<file path="src/rtl/core/crp_pkg.sv">
package crp_pkg;

  // canvas store geometry
  localparam int MaxWidth  = 256;
  localparam int MaxHeight = 256;
  localparam int FracBits  = 8;
  localparam int ColW      = $clog2(MaxWidth);
  localparam int RowW      = $clog2(MaxHeight);
  localparam int AddrW     = ColW + RowW;
  localparam int Depth     = MaxWidth * MaxHeight;

  // field widths
  localparam int DimW   = 9;
  localparam int SymW   = 8;
  localparam int CoordW = 20;
  localparam int RadW   = 19;
  localparam int IdxW   = 2;
  localparam int CfgW   = 9;

  // distance datapath widths
  localparam int PixColW = ColW + FracBits;
  localparam int PixRowW = RowW + FracBits;
  localparam int DiffW   = CoordW + 1;
  localparam int MagW    = CoordW;
  localparam int SqW     = 2 * MagW;
  localparam int DistW   = SqW + 1;
  localparam int RadSqW  = 2 * RadW;
  localparam int OneQ    = 1 << FracBits;

  // reset values of the configuration registers
  localparam logic [DimW-1:0] DimReset = DimW'(256);
  localparam logic [SymW-1:0] BgReset  = SymW'(32);

  // status codes
  localparam logic StatusOk  = 1'b0;
  localparam logic StatusErr = 1'b1;

  typedef enum logic [1:0] {
    KindDraw  = 2'd0,
    KindRead  = 2'd1,
    KindClear = 2'd2
  } kind_e;

  typedef enum logic [IdxW-1:0] {
    CfgWidth      = 2'd0,
    CfgHeight     = 2'd1,
    CfgBackground = 2'd2
  } cfg_idx_e;

  typedef enum logic [2:0] {
    StClear,
    StIdle,
    StScan,
    StDrain,
    StRead
  } state_e;

  typedef struct packed {
    logic [1:0]               kind;
    logic                     filled;
    logic signed [CoordW-1:0] center_x;
    logic signed [CoordW-1:0] center_y;
    logic [RadW-1:0]          radius;
    logic [SymW-1:0]          paint_symbol;
    logic [7:0]               read_column;
    logic [7:0]               read_row;
  } cmd_t;

  typedef struct packed {
    logic [SymW-1:0] pixel_symbol;
    logic            status;
  } result_t;

  typedef struct packed {
    logic            painted;
    logic [SymW-1:0] symbol;
  } entry_t;

  typedef struct packed {
    logic             en;
    logic [AddrW-1:0] addr;
    entry_t           data;
  } mem_wr_t;

  typedef struct packed {
    logic             valid;
    logic [AddrW-1:0] addr;
  } pix_wr_t;

endpackage

</file>
<file path="src/rtl/core/crp_scan.sv">
module crp_scan (
  input  logic                      clk_i,
  input  logic                      rst_ni,
  input  logic                      load_i,
  input  crp_pkg::cmd_t             cmd_i,
  input  logic                      issue_i,
  input  logic [crp_pkg::ColW-1:0]  col_i,
  input  logic [crp_pkg::RowW-1:0]  row_i,
  output crp_pkg::pix_wr_t          wr_o,
  output logic                      busy_o
);
  import crp_pkg::*;

  // circle parameters held for the whole scan
  logic signed [CoordW-1:0] cx_q, cy_q;
  logic [RadSqW-1:0]        rr_q, rr1_q, rr_d, rr1_d;
  logic                     r1_neg_q, r1_neg_d, filled_q;
  logic [RadW-1:0]          r1;

  always_comb begin
    r1       = cmd_i.radius - RadW'(OneQ);
    r1_neg_d = cmd_i.radius < RadW'(OneQ);
    rr_d     = RadSqW'(cmd_i.radius) * RadSqW'(cmd_i.radius);
    rr1_d    = r1_neg_d ? '0 : RadSqW'(r1) * RadSqW'(r1);
  end

  always_ff @(posedge clk_i) begin
    if (load_i) begin
      cx_q     <= cmd_i.center_x;
      cy_q     <= cmd_i.center_y;
      rr_q     <= rr_d;
      rr1_q    <= rr1_d;
      r1_neg_q <= r1_neg_d;
      filled_q <= cmd_i.filled;
    end
  end

  // stage 1: offsets from the center and their magnitudes
  logic signed [DiffW-1:0] px, py, dx, dy;
  logic [MagW-1:0]         adx_d, ady_d, adx_q, ady_q;
  logic [AddrW-1:0]        addr1_q, addr2_q, addr3_q;
  logic                    v1_q, v2_q, v3_q;

  always_comb begin
    px    = $signed({{(DiffW-PixColW){1'b0}}, col_i, {FracBits{1'b0}}});
    py    = $signed({{(DiffW-PixRowW){1'b0}}, row_i, {FracBits{1'b0}}});
    dx    = px - $signed({cx_q[CoordW-1], cx_q});
    dy    = py - $signed({cy_q[CoordW-1], cy_q});
    adx_d = dx[DiffW-1] ? MagW'(-dx) : MagW'(dx);
    ady_d = dy[DiffW-1] ? MagW'(-dy) : MagW'(dy);
  end

  // stage 2: squares
  logic [SqW-1:0] sqx_d, sqy_d, sqx_q, sqy_q;

  always_comb begin
    sqx_d = SqW'(adx_q) * SqW'(adx_q);
    sqy_d = SqW'(ady_q) * SqW'(ady_q);
  end

  // stage 3: squared distance
  logic [DistW-1:0] d_d, d_q;

  assign d_d = DistW'(sqx_q) + DistW'(sqy_q);

  always_ff @(posedge clk_i) begin
    adx_q   <= adx_d;
    ady_q   <= ady_d;
    addr1_q <= {row_i, col_i};
    sqx_q   <= sqx_d;
    sqy_q   <= sqy_d;
    addr2_q <= addr1_q;
    d_q     <= d_d;
    addr3_q <= addr2_q;
  end

  always_ff @(posedge clk_i or negedge rst_ni) begin
    if (!rst_ni) begin
      v1_q <= 1'b0;
      v2_q <= 1'b0;
      v3_q <= 1'b0;
    end else begin
      v1_q <= issue_i;
      v2_q <= v1_q;
      v3_q <= v2_q;
    end
  end

  // outline and interior test against the squared radii
  logic inner, in_r, paint;

  always_comb begin
    inner = !r1_neg_q && (d_q <= DistW'(rr1_q));
    in_r  = d_q <= DistW'(rr_q);
    paint = (in_r && !inner) || (filled_q && inner);
  end

  assign wr_o.valid = v3_q && paint;
  assign wr_o.addr  = addr3_q;
  assign busy_o     = v1_q || v2_q || v3_q;

endmodule

</file>
<file path="config.mk">
export PLATFORM = sky130hd
export DESIGN_NAME = crp_scan
export DESIGN_NICKNAME = d
export VERILOG_FILES = /design/src/rtl/core/crp_pkg.sv /design/src/rtl/core/crp_scan.sv
export SDC_FILE = /design/constraint.sdc
export NUM_CORES = 2
export LEC_CHECK = 0
export BUFFER_PORTS_ARGS = -buffer_cell sky130_fd_sc_hd__clkbuf_2
export CAP_MARGIN = 25
export CORE_MARGIN = 3
export CORE_UTILIZATION = 55
export CTS_CLUSTER_SIZE = 14
export DETAILED_ROUTE_END_ITERATION = 10
export PLACE_DENSITY = 0.82
export RECOVER_POWER = 50
export SLEW_MARGIN = 5
export SYNTH_ARGS = -nofsm -noshare
export SYNTH_HDL_FRONTEND = slang
export SYNTH_SLANG_ARGS = --single-unit
</file>
<file path="constraint.sdc">
create_clock -name clk_i -period 9.03 [get_ports clk_i]
set_input_delay 0.903 -clock clk_i [delete_from_list [all_inputs] [get_ports clk_i]]
set_output_delay 0.903 -clock clk_i [all_outputs]
set_load 0.02 [all_outputs]
</file>
# Word level (Yosys, flattened, before mapping)
# Index checks and enable logic that the tools add are counted.
[word_totals]
register_bits = 330
mem_count = 0
out_inout_bits = 18
mem_bits_ro = 0
in_bits = 106
elab_cells = 41
latchBits = 0
mem_bits_rw = 0
[classes]
n_shift = 0
div_mod_pow = 0
n_reduce_logical = 9
n_mux = 2
bitwise_logic = 0
eq_ne = 0
add_sub_neg = 6
n_lt_le_gt_ge = 3
n_mul = 4
[op_table]
columns = ["op", "n"]
rows = [
  ["less-or-equal comparator 41 x 38 -> 1 bit", 2],
  ["multiplier 20 x 20 -> 40 bit", 2],
  ["multiplier 19 x 19 -> 38 bit", 2],
  ["subtractor 17 x 20 -> 21 bit", 2],
  ["adder 40 x 40 -> 41 bit", 1],
  ["two-way mux 20 bit", 2],
  ["negation 20 bit", 2],
  ["< comparator 19 x 9 -> 1 bit, second input constant", 1],
  ["subtractor 19 x 9 -> 19 bit, second input constant", 1],
  ["logical AND 1 bit", 4],
  ["logical OR 1 bit", 3],
  ["zero test 1 bit", 2],
]

# Logic depth before layout (Yosys ltp)
[logic_depth]
word_depth = 6
ltp_mapped = 31
ltp_nobuf = 29

# Worst setup path before layout
# OpenSTA, ideal clock, no wires.
[synth_timing]
path_type = "input port to flip-flop"
startpoint = "in cmd_i[34] (netlist name)"
endpoint = "reg rr1_q[29] (data pin)"
cell_stages = 25
path_slack_ns = 1.049
n_path_buf = 1
arrival_time_ns = 7.715
t_required_ns = 8.764
setup_ns = 0.266
cell_sequence = "clkbuf_1 -> nor3_1 -> nand4_1 -> xnor2_1 -> clkinv_1 -> and2_1 -> fa_1 -> fa_1 -> fa_1 -> fa_1 -> inv_1 -> fa_1 -> inv_1 -> fa_1 -> ha_1 -> a21o_1 -> a211o_1 -> a211oi_1 -> a21oi_1 -> a31oi_1 -> o21ai_0 -> o21a_1 -> nor2_1 -> xor2_1 -> nor2_1"
[synth_via]
elab_chain_len = 2
word_cells_on_any_way = 3
classes_between = "add/sub: 1; mul: 1; order compare: 1"
[synth_lines]
columns = ["item", "line", "text"]
rows = [
  ["start: declaration", "crp_scan.sv:5", "input crp_pkg::cmd_t cmd_i,"],
  ["subtractor 19 x 9 -> 19 bit", "crp_scan.sv:21", "r1 = cmd_i.radius - RadW'(OneQ);"],
  ["multiplier 19 x 19 -> 38 bit", "crp_scan.sv:24", "rr1_d = r1_neg_d ? '0 : RadSqW'(r1) * RadSqW'(r1);"],
  ["end signal: assignment", "crp_scan.sv:32", "rr1_q <= rr1_d;"],
  ["end: declaration", "crp_scan.sv:16", "logic [RadSqW-1:0] rr_q, rr1_q, rr_d, rr1_d;"],
]
# Several ways; a longest one is shown, not always the timed one.
# A chain may end at the register's enable or synchronous reset.

# Worst setup path after layout
[layout_timing]
startpoint = "in cmd_i[36] (netlist name)"
endpoint = "reg rr1_q[36] (data pin)"
# Same word-level chain as after synthesis.

==> flow_summary.toml <==
[run_status]
outcome = "finished with violations"
violations = "max-capacitance violations, max-slew violations"

[final_layout]
drive_gt1_frac = 0.0368
fillerInstances = 7917
area_delta_synth_final_pct = 5.85
design_area_um2 = 58600
final_cells = 7206
finalNetCount = 7685

[timing]
finalClockSkew_ns = 0.0480
finalCritPeriodShare = 0.875
hold_viol_final = 0
setup_viol = 0
worst_slew_pin_slew_ns = 3.44
max_slew_margin = -1.30
period_needed_ns = 7.90
drv_slew = 161
holdWs_ns = 0.148
setup_tns_ns = 0
rsz0062_at_grt = "false"
fmax_ghz = 0.127

[synth]
synth_most_common_cell = "inv_1"
netlist_top_cells_count = "1485 x inv_1, 1039 x fa_1, 651 x ha_1, 410 x nand2_1, 299 x nor2_1"
synthCells = 5827
synth_nets = 7623
yosysTopAreaCellShare = 0.376
ys_seq_elements = 326
synth_ff_type = "dfxtp_1"
seq_area_frac_synth = 0.139
syn_area_um2 = 55400
synth_edf_count = 116
synthTopCellsByArea = "fa_1 38%, ha_1 15%, inv_1 10%, dfxtp_1 7.5%, edfxtp_1 6.3%"
yosysUniqueCellTypes = 78
ys_warn_count = 0
yosys.area.top_type = "fa_1"
ys_async_sr_fraction = 0.00920
synth_area_per_cell_um2 = 9.50

[clock_network]
insertion_delay_ns = 0.59
clk_path_buf_depth = 3
clkSinkCount = 326
cts_tree = "built"
cts.repair.resized = 0
cts_setup_buffers = 0
clk_pin_slew_ns = 0.06
cts-root-buf = "clkbuf_16"
cts_max_level = 2
hold_buffers = 0
numCtsBuffers = 37

[drt]
vias = 39600
drt-initial-drc-count = 2616
viasPerCell = 5.50
first_pass_iters = 6
finalWirelength_mm = 126
ant_nets = 0
drcViolationCount = 0
wl_per_cell_um = 17.5

[worst_setup_path]
r2r_setup_slack_ns = 1.13
worst_setup_path_start_kind = "primary input"
slowest_delay_ns = 0.54
required_ns = 9.36
arrival_ns = 8.24
cp_common_cell = "fa_1"
crit_fanout = 10
worst_r2r_endpoint = "sqy_q[37]"
endpoint_kind = "register"
r2r_start = "ady_q[7]"
worstRegToRegCells = 24
cpMaxStageDelayCell = "nor3_1"
worstSetupPathType = "in2reg"

[placement]
dp_hpwl_mm = 103
gp_congestion = 0.932
postPlaceCellArea_um2 = 57400
io_buffers = 97
place_inst = 7135

[floorplan]
rows = 115
die_area_um2 = 105000
start_util = 0.559
die_h_um = 323
core_area_um2 = 99100
ios = 124
die-width_um = 323

[flow_run]
maxCapViolations = 3

[global_routing]
grt_max_degree = 67
antenna_found_initial = 2
grt_pass1_wl_mm = 211
track_usage = 0.251
grt_pass1_vias = 43600
overflow = 0

[worst_hold_path]
min_path_type = "in2async"
flip-flops by register name, indices dropped and copies added (netlist names), 16 cells and up:
signal and count:
addr2_q 16, addr3_q 16, cy_q 20, rr_q 37, ady_q 20, sqx_q 39, rr1_q 37, cx_q 20
addr1_q 16, d_q 41, sqy_q 39, adx_q 20
placed cells by master (no fill, tap or decap), drive strengths merged, types with 22 or more instances in the layout:
| master | synthesis | final |
|---|---|---|
| xnor2 | 166 | 166 |
| edfxtp | 116 | 116 |
| and3 | 25 | 25 |
| buf | 8 | 64 |
| a21oi | 202 | 202 |
| nor2b | 50 | 50 |
| a31oi | 22 | 22 |
| o21a | 34 | 34 |
| clkbuf | 134 | 152 |
| nand4 | 31 | 31 |
| nor3 | 52 | 52 |
| nor2 | 299 | 299 |
| a21o | 114 | 114 |
| o21ai | 108 | 108 |
| nand2 | 410 | 410 |
| a211oi | 24 | 24 |
| dfxtp | 207 | 207 |
| and2 | 264 | 264 |
| o21bai | 24 | 24 |
| fa | 1039 | 1039 |
| nand3 | 40 | 40 |
| ha | 651 | 651 |
| inv | 1486 | 1494 |
| nand2b | 31 | 31 |
| xor2 | 108 | 108 |
through the flow:
| stage | util | worst slack, ns |
|---|---|---|
| finish | 0.591 | 1.13 |
| global route | 0.591 | 0.808 |
| global placement | 0.579 | 0.884 |
| CTS | 0.592 | 1.17 |
| floorplan | - | 1.05 |
| detailed placement | 0.579 | 0.770 |
cells by family after synthesis:
family,count (synthesis),share of synthesized area
xor gates and xnor gates,274,0.0433
adders and majority gates,1690,0.523
DFF,326,0.139
AOI/OAI and AO/OA,638,0.0743
buffers and inverters,1639,0.111
and+or+nand+nor,1256,0.109
muxes,4,0.000791
area by class of cell:
| class | count | area, um2 | share of cell area |
|---|---|---|---|
| Multi-Input combinational cell | 3862 | 41500 | 0.708 |
| Clock buffer | 52 | 1090 | 0.0185 |
| Antenna cell | 1 | 2.50 | 0.0000427 |
| Sequential cell | 326 | 7700 | 0.131 |
| Timing Repair Buffer | 165 | 937 | 0.0160 |
| Tap cell | 1287 | 1610 | 0.0275 |
| Inverter | 1497 | 5620 | 0.0958 |
| Clock inverter | 16 | 138 | 0.00235 |
layer usage:
metal | wire, um | global-route usage | part of all wire | up-vias
met4 | 6320 | 0.111 | 0.050 | 0
met2 | 62200 | 0.436 | 0.49 | 1530
met5 | 0 | 0 | 0 | -
met1 | 47900 | 0.312 | 0.38 | 19700
met3 | 9730 | 0.0364 | 0.077 | 440
li1 | - | - | - | 18000
worst max-delay path by stage:
stage,from,to,slack [ns],cells after the start
final,cmd_i[36],rr1_q[36],1.13,26
after global routing,cmd_i[36],rr1_q[36],0.81,26
after CTS,ady_q[4],sqy_q[37],1.17,22
after detailed placement,cmd_i[36],rr1_q[36],0.77,26
after global placement,cmd_i[36],rr1_q[37],0.88,26
after floorplan,cmd_i[34],rr1_q[29],1.05,25
worst max-delay path: cells and delay by family:
kind | cells | cell delay, ns
compound gates | 3 | 0.95
xor+xnor | 1 | 0.35
simple gates | 8 | 1.89
fa+ha+maj | 7 | 3.32
mux | 1 | 0.21
buf+inv | 6 | 0.60
Power is not shown: default switching activity piles up to over one toggle a cycle in this logic, so the estimate is an artifact.
